<file path="src/design/gclcr_pkg.sv">
// ----------------------------------------------------------------------------
// gclcr_pkg
// shared types and constants of the command line checksum receiver
// ----------------------------------------------------------------------------
package gclcr_pkg;

    localparam int LINE_NUMBER_WIDTH = 16;
    localparam int NUM_W             = LINE_NUMBER_WIDTH;
    localparam int OUT_NUM_W         = 16;

    localparam logic [7:0] CH_CR       = 8'h0D;
    localparam logic [7:0] CH_LF       = 8'h0A;
    localparam logic [7:0] CH_N        = 8'h4E;
    localparam logic [7:0] CH_M        = 8'h4D;
    localparam logic [7:0] CH_STAR     = 8'h2A;
    localparam logic [7:0] CH_NUL      = 8'h00;
    localparam logic [7:0] CH_ZERO     = 8'h30;
    localparam logic [7:0] CH_NINE     = 8'h39;
    localparam logic [7:0] CH_LOWER_A  = 8'h61;
    localparam logic [7:0] LIMIT_RESET = 8'd100;

    localparam logic [NUM_W-1:0] MC_STANDBY    = NUM_W'(1);
    localparam logic [NUM_W-1:0] MC_MOTORS_ON  = NUM_W'(17);
    localparam logic [NUM_W-1:0] MC_MOTORS_OFF = NUM_W'(18);
    localparam logic [NUM_W-1:0] MC_REPEAT     = NUM_W'(41);
    localparam logic [NUM_W-1:0] MC_POSITION   = NUM_W'(114);
    localparam logic [NUM_W-1:0] MC_VERSION    = NUM_W'(115);

    typedef enum logic [3:0] {
        MODE_IDLE     = 4'b0001,
        MODE_NUMBERED = 4'b0010,
        MODE_MCODE    = 4'b0100,
        MODE_OTHER    = 4'b1000
    } mode_t;

    typedef enum logic [2:0] {
        STAR_BEFORE = 3'b001,
        STAR_HIGH   = 3'b010,
        STAR_LOW    = 3'b100
    } star_t;

    typedef enum logic [2:0] {
        VERDICT_NONE = 3'b001,
        VERDICT_PASS = 3'b010,
        VERDICT_FAIL = 3'b100
    } verdict_t;

    typedef enum logic [3:0] {
        EV_ACK        = 4'd0,
        EV_QUIET      = 4'd1,
        EV_RESEND     = 4'd2,
        EV_STANDBY    = 4'd3,
        EV_MOTORS_ON  = 4'd4,
        EV_MOTORS_OFF = 4'd5,
        EV_REPEAT     = 4'd6,
        EV_POSITION   = 4'd7,
        EV_VERSION    = 4'd8,
        EV_UNKNOWN    = 4'd9
    } event_code_t;

    typedef struct packed {
        event_code_t                ev_code;
        logic [OUT_NUM_W-1:0]       line_number;
        logic [OUT_NUM_W-1:0]       program_length;
    } result_t;

endpackage

</file>
<file path="src/design/gclcr_in_stage.sv">
// ----------------------------------------------------------------------------
// gclcr_in_stage
// input register for received bytes, refilled in the cycle it drains
// ----------------------------------------------------------------------------
module gclcr_in_stage
    import gclcr_pkg::*;
(
    input  logic       aclk,
    input  logic       aresetn,
    input  logic       s_valid,
    output logic       s_ready,
    input  logic [7:0] s_rx_byte,
    input  logic       advance,
    output logic       item_valid,
    output logic [7:0] item_byte
);

    logic       valid_reg;
    logic       valid_next;
    logic [7:0] byte_reg;
    logic       s_fire;

    assign s_ready    = !valid_reg || advance;
    assign s_fire     = s_valid && s_ready;
    assign valid_next = s_fire ? 1'b1 : (advance ? 1'b0 : valid_reg);

    always_ff @(posedge aclk) begin
        if (!aresetn) begin
            valid_reg <= 1'b0;
        end else begin
            valid_reg <= valid_next;
        end
    end

    always_ff @(posedge aclk) begin
        if (s_fire) begin
            byte_reg <= s_rx_byte;
        end
    end

    assign item_valid = valid_reg;
    assign item_byte  = byte_reg;

endmodule

</file>
<file path="src/design/gclcr_parser.sv">
// ----------------------------------------------------------------------------
// gclcr_parser
// line framing, checksum, number parsing and event decision for one item
// ----------------------------------------------------------------------------
module gclcr_parser
    import gclcr_pkg::*;
(
    input  logic       aclk,
    input  logic       aresetn,
    input  logic       cfg_valid,
    input  logic [7:0] cfg_data,
    input  logic       advance,
    input  logic [7:0] item_byte,
    output logic       res_valid,
    output result_t    res
);

    localparam int SAT_W = NUM_W + 4;

    logic [7:0]           limit_reg;
    mode_t                mode_reg,    mode_next;
    logic [7:0]           count_reg,   count_next;
    logic [7:0]           xor_reg,     xor_next;
    star_t                star_reg,    star_next;
    verdict_t             verdict_reg, verdict_next;
    logic                 run_reg,     run_next;
    logic                 seen_reg,    seen_next;
    logic [NUM_W-1:0]     acc_reg,     acc_next;
    logic [OUT_NUM_W-1:0] good_reg,    good_next;
    logic [OUT_NUM_W-1:0] pc_reg,      pc_next;

    logic                 is_digit;
    logic                 is_end;
    logic [SAT_W-1:0]     acc_wide_mul;
    logic [NUM_W-1:0]     acc_digit;
    logic [31:0]          acc_wide;
    logic [OUT_NUM_W-1:0] num16;
    logic [OUT_NUM_W-1:0] cap16;
    event_code_t          mcode_ev;

    function automatic logic [7:0] hex_char(input logic [3:0] nib);
        logic [7:0] n8;
        n8 = {4'h0, nib};
        return (nib < 4'd10) ? (CH_ZERO + n8) : (CH_LOWER_A + n8 - 8'd10);
    endfunction

    assign is_digit     = (item_byte >= CH_ZERO) && (item_byte <= CH_NINE);
    assign is_end       = (item_byte == CH_CR) || (item_byte == CH_LF);
    assign acc_wide_mul = SAT_W'(acc_reg) * SAT_W'(10) + SAT_W'(item_byte - CH_ZERO);
    assign acc_digit    = (acc_wide_mul > SAT_W'({NUM_W{1'b1}})) ? {NUM_W{1'b1}}
                                                                   : acc_wide_mul[NUM_W-1:0];
    assign acc_wide     = 32'(acc_reg);
    assign num16        = acc_wide[OUT_NUM_W-1:0];
    assign cap16        = (acc_wide > 32'(16'hFFFF)) ? 16'hFFFF : num16;

    always_comb begin
        if (!seen_reg) begin
            mcode_ev = EV_UNKNOWN;
        end else begin
            unique case (acc_reg)
                MC_STANDBY:    mcode_ev = EV_STANDBY;
                MC_MOTORS_ON:  mcode_ev = EV_MOTORS_ON;
                MC_MOTORS_OFF: mcode_ev = EV_MOTORS_OFF;
                MC_REPEAT:     mcode_ev = EV_REPEAT;
                MC_POSITION:   mcode_ev = EV_POSITION;
                MC_VERSION:    mcode_ev = EV_VERSION;
                default:       mcode_ev = EV_UNKNOWN;
            endcase
        end
    end

    // next state and event for the byte in the input register
    always_comb begin
        mode_next    = mode_reg;
        count_next   = count_reg;
        xor_next     = xor_reg;
        star_next    = star_reg;
        verdict_next = verdict_reg;
        run_next     = run_reg;
        seen_next    = seen_reg;
        acc_next     = acc_reg;
        good_next    = good_reg;
        pc_next      = pc_reg;
        res_valid    = 1'b0;
        res.ev_code     = EV_UNKNOWN;
        res.line_number = '0;

        unique case (mode_reg)
            MODE_IDLE: begin
                if (item_byte == CH_N) begin
                    mode_next = MODE_NUMBERED;
                end else if (item_byte == CH_M) begin
                    mode_next = MODE_MCODE;
                end else begin
                    mode_next = MODE_OTHER;
                end
                count_next   = 8'd1;
                xor_next     = CH_N;
                star_next    = STAR_BEFORE;
                verdict_next = VERDICT_NONE;
                run_next     = 1'b1;
                seen_next    = 1'b0;
                acc_next     = '0;
            end
            MODE_NUMBERED: begin
                if (!is_end && (count_reg < limit_reg)) begin
                    count_next = count_reg + 8'd1;
                    // checksum
                    if (verdict_reg == VERDICT_NONE) begin
                        unique case (star_reg)
                            STAR_BEFORE: begin
                                if (item_byte == CH_NUL) begin
                                    verdict_next = VERDICT_FAIL;
                                end else if (item_byte == CH_STAR) begin
                                    star_next = STAR_HIGH;
                                end else begin
                                    xor_next = xor_reg ^ item_byte;
                                end
                            end
                            STAR_HIGH: begin
                                if (item_byte == hex_char(xor_reg[7:4])) begin
                                    star_next = STAR_LOW;
                                end else begin
                                    verdict_next = VERDICT_FAIL;
                                end
                            end
                            STAR_LOW: begin
                                verdict_next = (item_byte == hex_char(xor_reg[3:0]))
                                               ? VERDICT_PASS : VERDICT_FAIL;
                            end
                            default: begin
                                verdict_next = VERDICT_FAIL;
                            end
                        endcase
                    end
                    // line number digits
                    if (run_reg) begin
                        if (is_digit) begin
                            acc_next  = acc_digit;
                            seen_next = 1'b1;
                        end else begin
                            run_next = 1'b0;
                        end
                    end
                end else begin
                    mode_next = MODE_IDLE;
                    res_valid = 1'b1;
                    if (verdict_reg != VERDICT_PASS) begin
                        res.ev_code     = EV_RESEND;
                        res.line_number = good_reg;
                    end else if (!seen_reg) begin
                        res.ev_code = EV_UNKNOWN;
                    end else begin
                        good_next       = num16;
                        res.line_number = num16;
                        if (item_byte == CH_CR) begin
                            pc_next     = cap16;
                            res.ev_code = EV_ACK;
                        end else begin
                            if ((item_byte == CH_LF) && (pc_reg < cap16)) begin
                                pc_next = cap16;
                            end
                            res.ev_code = EV_QUIET;
                        end
                    end
                end
            end
            MODE_MCODE, MODE_OTHER: begin
                if (item_byte != CH_CR) begin
                    if ((mode_reg == MODE_MCODE) && run_reg) begin
                        if (is_digit) begin
                            acc_next  = acc_digit;
                            seen_next = 1'b1;
                        end else begin
                            run_next = 1'b0;
                        end
                    end
                end else begin
                    mode_next   = MODE_IDLE;
                    res_valid   = 1'b1;
                    res.ev_code = (mode_reg == MODE_MCODE) ? mcode_ev : EV_UNKNOWN;
                end
            end
            default: begin
                mode_next = MODE_IDLE;
            end
        endcase
        res.program_length = pc_next;
    end

    always_ff @(posedge aclk) begin
        if (!aresetn) begin
            limit_reg   <= LIMIT_RESET;
            mode_reg    <= MODE_IDLE;
            count_reg   <= '0;
            xor_reg     <= '0;
            star_reg    <= STAR_BEFORE;
            verdict_reg <= VERDICT_NONE;
            run_reg     <= 1'b1;
            seen_reg    <= 1'b0;
            acc_reg     <= '0;
            good_reg    <= '0;
            pc_reg      <= '0;
        end else begin
            if (cfg_valid) begin
                limit_reg <= cfg_data;
            end
            if (advance) begin
                mode_reg    <= mode_next;
                count_reg   <= count_next;
                xor_reg     <= xor_next;
                star_reg    <= star_next;
                verdict_reg <= verdict_next;
                run_reg     <= run_next;
                seen_reg    <= seen_next;
                acc_reg     <= acc_next;
                good_reg    <= good_next;
                pc_reg      <= pc_next;
            end
        end
    end

`ifndef NO_ASSERTIONS
    a_no_result_when_idle: assert property (@(posedge aclk) disable iff (!aresetn)
        res_valid |-> (mode_reg != MODE_IDLE))
        else $error("result from a byte that opens a line");

    a_idle_after_result: assert property (@(posedge aclk) disable iff (!aresetn)
        (advance && res_valid) |=> (mode_reg == MODE_IDLE))
        else $error("line not closed after its result");

    a_pass_after_low_digit: assert property (@(posedge aclk) disable iff (!aresetn)
        (verdict_reg == VERDICT_PASS) |-> (star_reg == STAR_LOW))
        else $error("checksum passed before both hex digits");

    a_length_drops_only_on_ack: assert property (@(posedge aclk) disable iff (!aresetn)
        (advance && !(res_valid && (res.ev_code == EV_ACK))) |=> (pc_reg >= $past(pc_reg)))
        else $error("program length dropped without an ack");
`endif

endmodule

</file>
<file path="src/design/gclcr_out_stage.sv">
// ----------------------------------------------------------------------------
// gclcr_out_stage
// result register holding one event until the receiver takes it
// ----------------------------------------------------------------------------
module gclcr_out_stage
    import gclcr_pkg::*;
(
    input  logic                 aclk,
    input  logic                 aresetn,
    input  logic                 load,
    input  result_t              res,
    output logic                 m_valid,
    input  logic                 m_ready,
    output logic [3:0]           m_event_res,
    output logic [OUT_NUM_W-1:0] m_line_number,
    output logic [OUT_NUM_W-1:0] m_program_length
);

    logic    valid_reg;
    logic    valid_next;
    result_t res_reg;

    assign valid_next = load ? 1'b1 : (m_ready ? 1'b0 : valid_reg);

    always_ff @(posedge aclk) begin
        if (!aresetn) begin
            valid_reg <= 1'b0;
        end else begin
            valid_reg <= valid_next;
        end
    end

    always_ff @(posedge aclk) begin
        if (load) begin
            res_reg <= res;
        end
    end

    assign m_valid          = valid_reg;
    assign m_event_res      = res_reg.ev_code;
    assign m_line_number    = res_reg.line_number;
    assign m_program_length = res_reg.program_length;

endmodule

</file>
<file path="src/design/gcode_line_checksum_receiver_unit.sv">
// ----------------------------------------------------------------------------
// gcode_line_checksum_receiver_unit
// frames received command bytes into lines and reports line events
// ----------------------------------------------------------------------------
// s_ channel: one received byte per item. m_ channel: one event item per
// completed line (ok, quiet ok, resend or an m-code class) with the line
// number and the program length after the event. cfg_ channel: writes the
// numbered line length limit; cfg_ready is always high, write only when idle.
// A byte waits in the input register and is processed from there into the
// result register, which raises m_valid for the byte that ends a line. Both
// registers refill in the cycle they drain, so one byte per cycle is taken
// while the result side keeps up; the line state update between them sets
// that rate.
// A stalled receiver holds the result register; bytes that produce no event
// keep flowing, and the input stops only when a byte that would produce an
// event meets a full result register.
// Reset clears the line state, last good line number and program length,
// and returns the limit to 100.
// ----------------------------------------------------------------------------
module gcode_line_checksum_receiver_unit
    import gclcr_pkg::*;
(
    input  logic                 aclk,
    input  logic                 aresetn,
    input  logic                 cfg_valid,
    output logic                 cfg_ready,
    input  logic [7:0]           cfg_data,
    input  logic                 s_valid,
    output logic                 s_ready,
    input  logic [7:0]           s_rx_byte,
    output logic                 m_valid,
    input  logic                 m_ready,
    output logic [3:0]           m_event_res,
    output logic [OUT_NUM_W-1:0] m_line_number,
    output logic [OUT_NUM_W-1:0] m_program_length
);

    logic       item_valid;
    logic [7:0] item_byte;
    logic       advance;
    logic       res_valid;
    result_t    res;

    assign cfg_ready = 1'b1;

    // an item without an event never waits on the result side
    assign advance = item_valid && (!m_valid || m_ready || !res_valid);

    gclcr_in_stage u_in (
        .aclk       (aclk),
        .aresetn    (aresetn),
        .s_valid    (s_valid),
        .s_ready    (s_ready),
        .s_rx_byte  (s_rx_byte),
        .advance    (advance),
        .item_valid (item_valid),
        .item_byte  (item_byte)
    );

    gclcr_parser u_parser (
        .aclk      (aclk),
        .aresetn   (aresetn),
        .cfg_valid (cfg_valid && cfg_ready),
        .cfg_data  (cfg_data),
        .advance   (advance),
        .item_byte (item_byte),
        .res_valid (res_valid),
        .res       (res)
    );

    gclcr_out_stage u_out (
        .aclk             (aclk),
        .aresetn          (aresetn),
        .load             (advance && res_valid),
        .res              (res),
        .m_valid          (m_valid),
        .m_ready          (m_ready),
        .m_event_res      (m_event_res),
        .m_line_number    (m_line_number),
        .m_program_length (m_program_length)
    );

endmodule
</file>
<file path="config.mk">
export PLATFORM = sky130hd
export DESIGN_NAME = gcode_line_checksum_receiver_unit
export DESIGN_NICKNAME = d
export VERILOG_FILES = /design/src/design/gclcr_pkg.sv /design/src/design/gclcr_in_stage.sv /design/src/design/gclcr_parser.sv /design/src/design/gclcr_out_stage.sv /design/src/design/gcode_line_checksum_receiver_unit.sv
export SDC_FILE = /design/constraint.sdc
export NUM_CORES = 1
export LEC_CHECK = 0
export ABC_AREA = 1
export BUFFER_PORTS_ARGS = -buffer_cell sky130_fd_sc_hd__buf_4
export CAP_MARGIN = 20
export CORE_ASPECT_RATIO = 0.5
export CORE_MARGIN = 2
export CORE_UTILIZATION = 56
export DETAILED_ROUTE_END_ITERATION = 10
export GPL_TIMING_DRIVEN = 0
export HOLD_SLACK_MARGIN = 0.12
export PLACE_DENSITY = 0.84
export SLEW_MARGIN = 5
export SYNTH_ARGS = -nofsm -noshare
export SYNTH_HDL_FRONTEND = slang
export SYNTH_SLANG_ARGS = --single-unit
</file>
<file path="constraint.sdc">
create_clock -name aclk -period 4.1 [get_ports aclk]
set_input_delay 0.41 -clock aclk [delete_from_list [all_inputs] [get_ports aclk]]
set_output_delay 0.41 -clock aclk [all_outputs]
set_load 0.01 [all_outputs]
</file>
-- Word-level counts from Yosys, hierarchy flattened
Index checks and enable logic that the tools add are counted.
- bits in registers: 130
- word-level logic and storage cells: 182
- mux-type cells: 73
- equal/unequal tests: 40
- bitwise operators: 4
- $add $sub $neg: 9
- reduce and logical (&&, ||, !) cells: 30
- $mul: 1
- magnitude comparators: 8
- operators by type and width (kind ; count):
    $mux 16 ; 14
    $mux 8 ; 8
    $pmux 16 s3 ; 1
    $mux 20 ; 2
    $eq 16x5->1 const B ; 2
    $eq 16x7->1 const B ; 2
    $mux 4 ; 8
    $pmux 8 s2 ; 2
    $mux 3 ; 10
    $pmux 4 s6 ; 1
    $add 20x20->20 ; 1
    $gt 20x16->1 const B ; 1
    $mul 16x3->19 const B ; 1
    $mux 1 ; 18
    $pmux 3 s2 ; 3
    $reduce_and 6->1 ; 3
    $add 7x4->8 const A ; 2
    $eq 16x1->1 const B ; 1
    $eq 16x6->1 const B ; 1
    $eq 8x4->1 const B ; 2
    $eq 8x7->1 const B ; 2
    $eq 8x8->1 ; 2
    $gt 16x16->1 const B ; 1
    $lt 16x16->1 ; 1
    other kinds (39) ; 76

-- Depth between registers and ports, before layout
Gate-level depths: netlist (run 1).
- depth after elaboration: 12
- gate-level depth with buffers: 24
- mapped depth without buffers: 23

-- By module
Synthesis (run 1) repeated with hierarchy kept, for this count alone.
- cells, all modules: 1236
- area total of the unflattened synthesis: 8862.2 um^2
- modules (own cells, without submodules) (module ; sequential area each (um^2) ; cells an instance ; area an instance (um^2) ; times used):
    gclcr_parser ; 1681.6 ; 1170 ; 7405.9 ; 1
    gclcr_out_stage ; 1101.1 ; 42 ; 1124.8 ; 1
    gclcr_in_stage ; 260.2 ; 15 ; 291.5 ; 1
    gcode_line_checksum_receiver_unit ; 0.0 ; 9 ; 40.0 ; 1

-- Least setup slack after synthesis (run 1)
OpenSTA, ideal clock, no wires.
- path kind: register to register
- start point: reg u_parser.acc_reg[1]
- end point: reg u_parser.acc_reg[10]
- arrival time: 3.713 ns
- slack: 0.255 ns
- required time: 3.968 ns
- clock period less this slack: 3.845 ns
- cell stages (with the launch flop): 24
- cells stage by stage: dfxtp_1 -> ha_1 -> ha_1 -> inv_1 -> fa_1 -> inv_1 -> a21oi_1 -> o21ai_0 -> a21oi_1 -> o21ai_0 -> xor2_1 -> inv_1 -> ha_1 -> nand2_1 -> nor2_1 -> and3_1 -> nand2_1 -> nand3_1 -> nand2_1 -> nor2_1 -> buf_2 -> nand4_1 -> nand2_1 -> a21oi_1
- cells in the longest elaborated chain, start to end: 8
- elaborated cells between the ends (all ways): 10
- those cells by class: add/sub (1); mul (1); order compare (1); mux (7)
- RTL lines (what ; line ; RTL):
    start: declaration ; gclcr_parser.sv:28 ; logic [NUM_W-1:0] acc_reg, acc_next;
    start signal: assignment ; gclcr_parser.sv:216 ; acc_reg <= acc_next;
    $mul 16x3->19 (*) ; gclcr_parser.sv:49 ; assign acc_wide_mul = SAT_W'(acc_reg) * SAT_W'(10) + SAT_W'(item_byte - CH_ZERO);
    $add 20x20->20 (*) ; gclcr_parser.sv:49 ;
    $gt 20x16->1 ; gclcr_parser.sv:50 ; assign acc_digit = (acc_wide_mul > SAT_W'({NUM_W{1'b1}})) ? {NUM_W{1'b1}}
    $mux 16 (*) ; gclcr_parser.sv:50 ;
    $mux 16 (*) ; gclcr_parser.sv:138, gclcr_parser.sv:171 ;
    $mux 16, on equally long branches ; gclcr_parser.sv:170, gclcr_parser.sv:137 ;
    $mux 16, on equally long branches ; gclcr_parser.sv:169, gclcr_parser.sv:106 ;
    $pmux 16 s3 (*) ; gclcr_parser.sv:88 ; unique case (mode_reg)
Mark *: on every way between the ends. The rest lies on a longest branch, timed or not. The select of a mux whose other input is x is not followed.
A chain may end at the register's enable or synchronous reset.

-- Worst setup path in the final report (run 1)
- start point: reg u_parser.acc_reg[4]
- end point: reg u_parser.acc_reg[11]
Same word-level chain as after synthesis.

==> results of run 1 <==
[worst paths after layout]
kind	end	startpoint	cells past startpoint	slack [ps]
worst min register to register	u_parser.limit_reg[7]	u_parser.limit_reg[7]	2	460
worst min-delay path	u_in.item_byte[5]	s_rx_byte[5]	1	160
worst max-delay path	u_parser.acc_reg[11]	u_parser.acc_reg[4]	22	220
worst max register to register	u_parser.acc_reg[11]	u_parser.acc_reg[4]	22	220
[cells by family (layout without fill, tap and decap cells)]
group	Yosys count	count (layout)	synth area share, %
and+or+nand+nor	623	623	30.23
adders and majority gates	78	78	11.29
xor gates and xnor gates	40	40	3.992
AOI/OAI and AO/OA	182	182	11.33
buffers and inverters	185	282	8.440
DFF	130	130	34.67
other	1	1	0.04273
[power by group through the flow]
stage	sequential (mW)	combinational, mW	clock [mW]
floorplan	1.41	0.269	0
global placement	1.42	0.345	0
detailed placement	1.42	0.361	0
CTS	1.39	0.370	1.49
global route	1.40	0.430	1.55
finish	1.39	0.385	1.49
[placed cells by master (no fill, tap or decap), types with 6 or more instances in the layout]
master,count
nand4_1,34
buf_4,70
xnor2_1,20
buf_2,10
nand2_2,7
dfxtp_2,7
nand3_1,82
a31oi_1,6
inv_2,8
dfxtp_1,77
clkbuf_16,19
xor2_1,20
o211ai_1,6
nor2_1,111
o21ai_0,43
a21oi_1,96
edfxtp_1,44
clkbuf_1,16
nor3_1,11
nand2_1,351
ha_1,74
inv_1,142
[metal layers]
layer,GRT usage (%),vias up
met4,9.011,0
met3,6.017,51
li1,-,4256
met2,46.60,380
met1,37.30,4012
met5,0,-
[stage by stage]
stage,std cells,util [%],power [mW]
3_5_place_dp,1503,61.83,1.780
3_3_place_gp,1501,61.57,1.763
4_1_cts,1535,65.75,3.254
2_1_floorplan,1239,-,1.680
5_1_grt,1540,66.60,3.375
6_report,1540,66.60,3.269
[what timing repair did]
action                                  in CTS  in global routing
gates resized for setup                     18                 26
buffers inserted                             0                  5
cloned                                       0                  0
endpoints found under the setup margin      16                 16
hold endpoints to repair                     0                  0
pin swaps                                    0                  4
[final cells by class]
type | instances | area share [%]
inverters | 152 | 5.596
plain buffers | 33 | 1.735
clock buffers | 21 | 4.717
well taps | 204 | 2.493
multi-input cells | 924 | 49.74
repair buffers | 65 | 4.961
flip-flops and latches | 130 | 29.88
clock inverters | 11 | 0.8798
==> key figures, run 1 <==
Outcome
  – Outcome: completed

Yosys
  – Synth warnings: 0
  – Commonest register cell after synthesis: dfxtp_1
  – Post-synth top area cell: dfxtp_1
  – Post-synth top cells: nand2_1, inv_1, nor2_1
  – Cell with the most instances after synthesis: nand2_1
  – Post-synth ARST share: 0%
  – Mean Syn Cell Area: roughly 7.1 µm²
  – Synth cell types: 48
  – Synth area leaders: dfxtp_1, edfxtp_1, nand2_1
  – Sequential element share of the synthesized area: 34.67%
  – Cells after Synth: about 1,200
  – #FFs+latches synth: 130
  – EDFF count, synth: 44
  – Syn Nets: approximately 1,300
  – Area fraction of the dominant cell type after synthesis: about a fifth
  – Cell area after synthesis: between 8000 and 9000 µm²

Setup path
  – Arrival time at the worst endpoint: around 4200 ps
  – Slowest Stage Delay on Critical Path: 390 ps
  – Crit-path leading delay family: adder cells
  – Worst Path Max Fanout: 10
  – CP Launch Type: flip-flop
  – Critical path's most frequent cell: nand2_1
  – CP required: 4370 ps
  – CP bufs+invs: 4
  – Setup crit end kind: flip-flop
  – Crit path kind: reg2reg
  – Slowest-stage cell, CP: ha_2
  – Crit-path cells: ha_1 > ha_2 > inv_1 > nor3_4 > a21oi_4 > o21ai_2 > a21oi_2 > o21ai_2 > xor2_1 > inv_1 > ha_1 > nand2_1 > o21ai_0 > a21oi_1 > nand2_1 > nand2_1 > nand2_1 > inv_2 > buf_4 > nand4_1 > nand2_1 > a21oi_1

Pwr
  – Int Pwr: 2.362 mW
  – Leak: about 5 nW
  – Logic pwr share: between 10% and 20%
  – Reg power frac: 42.6%
  – Sw Ratio: roughly 28%
  – Clock power share: 45.6%
  – Pwr dens: around 320 nW/µm²
  – Net Sw Power: between 0.9 and 1 mW
  – Worst vdd ir: between 0.3 and 0.4 mV

Clocking
  – TritonCTS clock tree: yes
  – Latest clock arrival within the worst-skew pair: 420 ps
  – Clock transition at path regs: ~60 ps
  – CTS max path bufs: 2
  – Total CTS buffers: 17
  – CTS Sinks: between 100 and 150
  – Post-CTS Hold Buffers: 0
  – Root buffer cell: clkbuf_16
  – H-tree Lvls: 4

Global route
  – GRT Residual Overflow: 0
  – All-Layer GR Usage: 28.21%
  – Largest net degree at the start of global routing: 27
  – Initial antenna violation count: 0
  – Number of global-route vias before repair: about 8,000
  – Global-route wire length before repair: about 38,000 µm

Routing
  – Drt drc: 0
  – WL final: between 20,000 and 25,000 µm
  – DR vias: slightly below 9,000
  – Final antenna-violating net count: 0
  – Drt wl/cell: around 15 µm
  – Met3 wire len: approximately 1800 µm
  – DR top layer: met4
  – Met2 wire length: ~11,000 µm
  – DR pass1 iterations: 6
  – DRT met1 WL: around 10,000 µm
  – DRT iter0 DRCs: ~870
  – Vias per cell: roughly 5.6

Finish
  – Area delta synth->final: 16.68%
  – Final net count: between 1,000 and 1,500
  – Reg area: between 3000 and 4000 µm²
  – Ant diodes: 0
  – Share of cells above drive strength 1: about an eighth
  – Cell area after layout: slightly above 10,000 µm²
  – # fillers: ~1,300
  – Area of the multi-input gates: roughly 5100 µm²

Timing
  – Max-slew headroom: ~55%
  – Clock Skews: ~11 ps
  – RSZ-0062 raised after global routing: no
  – Total Neg Setup Slack: 0 ps
  – Fin crit share: between 90% and 100%
  – PnR worst setup slack: roughly 220 ps
  – Final hold vios: 0
  – FMAX: approximately 0.26 GHz
  – Slew Limit Fails: 0
  – Worst Tran Pin Value: about 700 ps
  – Tmin final: a little under 4000 ps
  – Final setup viols: 0
  – Min Hold Slack: 161.0 ps

Place
  – DP Worst Slack: -581.7 ps
  – Dpl hpwl: 17,250 µm
  – Dpl cell area: ~9500 µm²
  – Port Buffers: slightly below 60
  – GP Congestion: around 0.96

Floorplanning
  – Die Y-Extent: roughly 93 µm
  – Die width: between 150 and 200 µm
  – Core Area: between 15,000 and 20,000 µm²
  – I/O pins: 60
  – Die area: 16,750 µm²
  – Initial Util: between 50% and 60%
  – Site Rows: 32

Min path
  – Worst min-delay path class: in2reg

Flow run
  – Max Cap Violations: 0
Note: power is estimated with default switching activity, not from simulation.
==> run 2, diff against run 1 <==
CORE_MARGIN = unset   (was 2)
==> run 2 against run 1 <==
The run now ends with DRC left. Via count rose by 1.4%. Wire length grew 0.98%. Non-clock buffer count shrank 1. Fmax shrank 0.14%. Largest power group unchanged. Largest cell class unchanged. Cell area shrank 0.16%. Final cell count is 0.45% lower. Global-route usage rose by 1.7 points. Hold slack lost 5.7 ps. Die area is 3.2% lower. First-iteration DRC count is 5.0% higher.
==> key figures, run 2 (synthesis gave the netlist of run 1 again) <==
Timing
  – Max-slew headroom: 55.67%
  – RSZ-0062 raised after global routing: yes
  – FMAX: roughly 0.26 GHz
  – Slew Limit Fails: 0
  – Fin crit share: between 90% and 100%
  – Final hold vios: 0
  – Worst Tran Pin Value: ~660 ps
  – Tmin final: between 3000 and 4000 ps
  – Final setup viols: 0
  – Clock Skews: between 15 and 20 ps

Floorplanning
  – Die area: about 16,000 µm²
  – Die width: roughly 180 µm
  – Core Area: 14,890 µm²
  – Initial Util: 58.92%
  – I/O pins: 60
  – Site Rows: 31
  – Die Y-Extent: approximately 90 µm

Finish
  – Final net count: 1,421
  – Commonest non-fill, non-tap cells in the layout: nand2_1, inv_1, nor2_1
  – Most common cell after layout, fill and taps aside: nand2_1
  – Post-route insts no fill: ~1,500
  – # fillers: around 1,200
  – Ant diodes: 0
  – Final core occ: about two thirds
  – Share of cells above drive strength 1: about an eighth
  – Area delta synth->final: 16.50%

Setup path
  – Worst reg2reg startpoint: u_parser.acc_reg[4]
  – Slowest Stage Delay on Critical Path: 390 ps
  – R2r setup slk: 210 ps
  – Crit path kind: reg2reg
  – Setup crit end kind: flip-flop
  – CP bufs+invs: 3
  – Critical path's most frequent cell: nand2_1
  – Reg2Reg Capture Point: u_parser.acc_reg[7]
  – CP Launch Type: flip-flop
  – Crit-path cells: ha_1 > ha_2 > inv_1 > nor3_2 > a21oi_4 > o21ai_2 > a21oi_2 > o21ai_2 > xor2_1 > inv_1 > ha_4 > nand2_1 > nor4_1 > nand2_1 > nand2_1 > nand3_1 > nand2_4 > buf_4 > nand4_1 > nand2_1 > a21oi_1
  – Worst reg-to-reg path cell count: 21
  – Worst Path Max Fanout: 10
  – CP required: approximately 4400 ps
  – Arrival time at the worst endpoint: approximately 4200 ps
  – Crit-path leading delay family: simple AND/OR/NAND/NOR gates
  – Slowest-stage cell, CP: ha_2

Clocking
  – Total CTS buffers: 17
  – Root buffer cell: clkbuf_16
  – Post-CTS Hold Buffers: 0
  – CTS max path bufs: 2
  – H-tree Lvls: 4
  – Latest clock arrival within the worst-skew pair: about 430 ps
  – CTS Sinks: 130
  – Clock transition at path regs: 60 ps
  – TritonCTS clock tree: yes

Routing
  – WL final: 23,670 µm
  – Vias per cell: ~5.8
  – DRT iter0 DRCs: between 900 and 1,000
  – Final antenna-violating net count: 0
  – Drt drc: 4
  – Drt wl/cell: approximately 15 µm
  – DR pass1 iterations: 10
  – DR vias: around 8,800

Global route
  – Global-route wire length before repair: 38,650 µm
  – Number of global-route vias before repair: about 8,300
  – Largest net degree at the start of global routing: 27
  – Initial antenna violation count: 0
  – All-Layer GR Usage: between 20% and 30%
  – GRT Residual Overflow: 0

Min path
  – Hold path cells: 1
  – Worst min-delay path class: in2reg
  – Worst Hold End: u_in.item_byte[6]
  – HP Start: s_rx_byte[6]

Pwr
  – Leak: ~4.9 nW
  – Power Total: roughly 3.3 mW
  – Pwr dens: between 300 and 400 nW/µm²
  – Worst vdd ir: 0.3169 mV

Place
  – Port Buffers: 58
  – Placed Cells incl. Taps: 1,497
  – GP Congestion: roughly 0.9
  – Dpl hpwl: between 15,000 and 20,000 µm

Outcome
  – Violated checks: DRC
  – Outcome: finished with violations

Flow run
  – Max Cap Violations: 0
## run 2: per-layer routing
layer | global-route usage [%] | wire length, µm | up-vias
met5 | 0 | 0 | -
met1 | 39.06 | 10360 | 4103
met2 | 48.68 | 10890 | 388
met4 | 12.43 | 578 | 0
met3 | 5.345 | 1842 | 65
li1 | - | - | 4263
## run 2: layout make-up
| type | count | area [µm²] | area share (%) |
|---|---|---|---|
| clock inverter | 12 | 115.1 | 1.126 |
| tap | 198 | 247.7 | 2.423 |
| multi-input combinational | 924 | 5064 | 49.53 |
| clock buffer | 20 | 479.2 | 4.687 |
| buffer | 33 | 181.4 | 1.775 |
| sequential | 130 | 3059 | 29.92 |
| inverter | 152 | 573.1 | 5.605 |
| timing repair buffer | 64 | 504.2 | 4.932 |
## run 2: report_power, final
group,internal [mW],switching [mW]
Sequential,1.36,0.0312
Clock,0.918,0.630
Combinational,0.142,0.245
Total,2.42,0.906
## run 2: how the worst max path moves through the flow
stage | startpoint | end | slack (ps) | cells past startpoint
after detailed placement | u_parser.acc_reg[4] | u_parser.acc_reg[7] | -560 | 22
after global routing | u_parser.acc_reg[4] | u_parser.acc_reg[8] | -60 | 22
final | u_parser.acc_reg[4] | u_parser.acc_reg[7] | 210 | 21
after floorplan | u_parser.acc_reg[1] | u_parser.acc_reg[10] | 250 | 23
after CTS | u_parser.acc_reg[6] | u_parser.acc_reg[7] | 20 | 22
after global placement | u_parser.acc_reg[4] | u_parser.acc_reg[11] | -450 | 22
## run 2: per-stage QoR
stage               hold WS (ps)  cell area (µm²)  setup TNS (ps)  setup WS [ps]
floorplan                  432.5             8776               0          254.9
global placement           448.1             9459           -5660         -452.9
detailed placement         453.7             9503           -7202         -561.8
CTS                        154.9            10130               0          18.55
global route               147.7            10220          -320.9         -57.07
finish                     155.4            10220               0          210.0
## run 2: timing repair
action                                 in CTS  in global routing
setup buffers                               0                  4
setup endpoints to repair                  16                 16
pin swaps                                   0                  5
endpoints found under the hold margin       0                  0
gates resized for setup                    18                 20
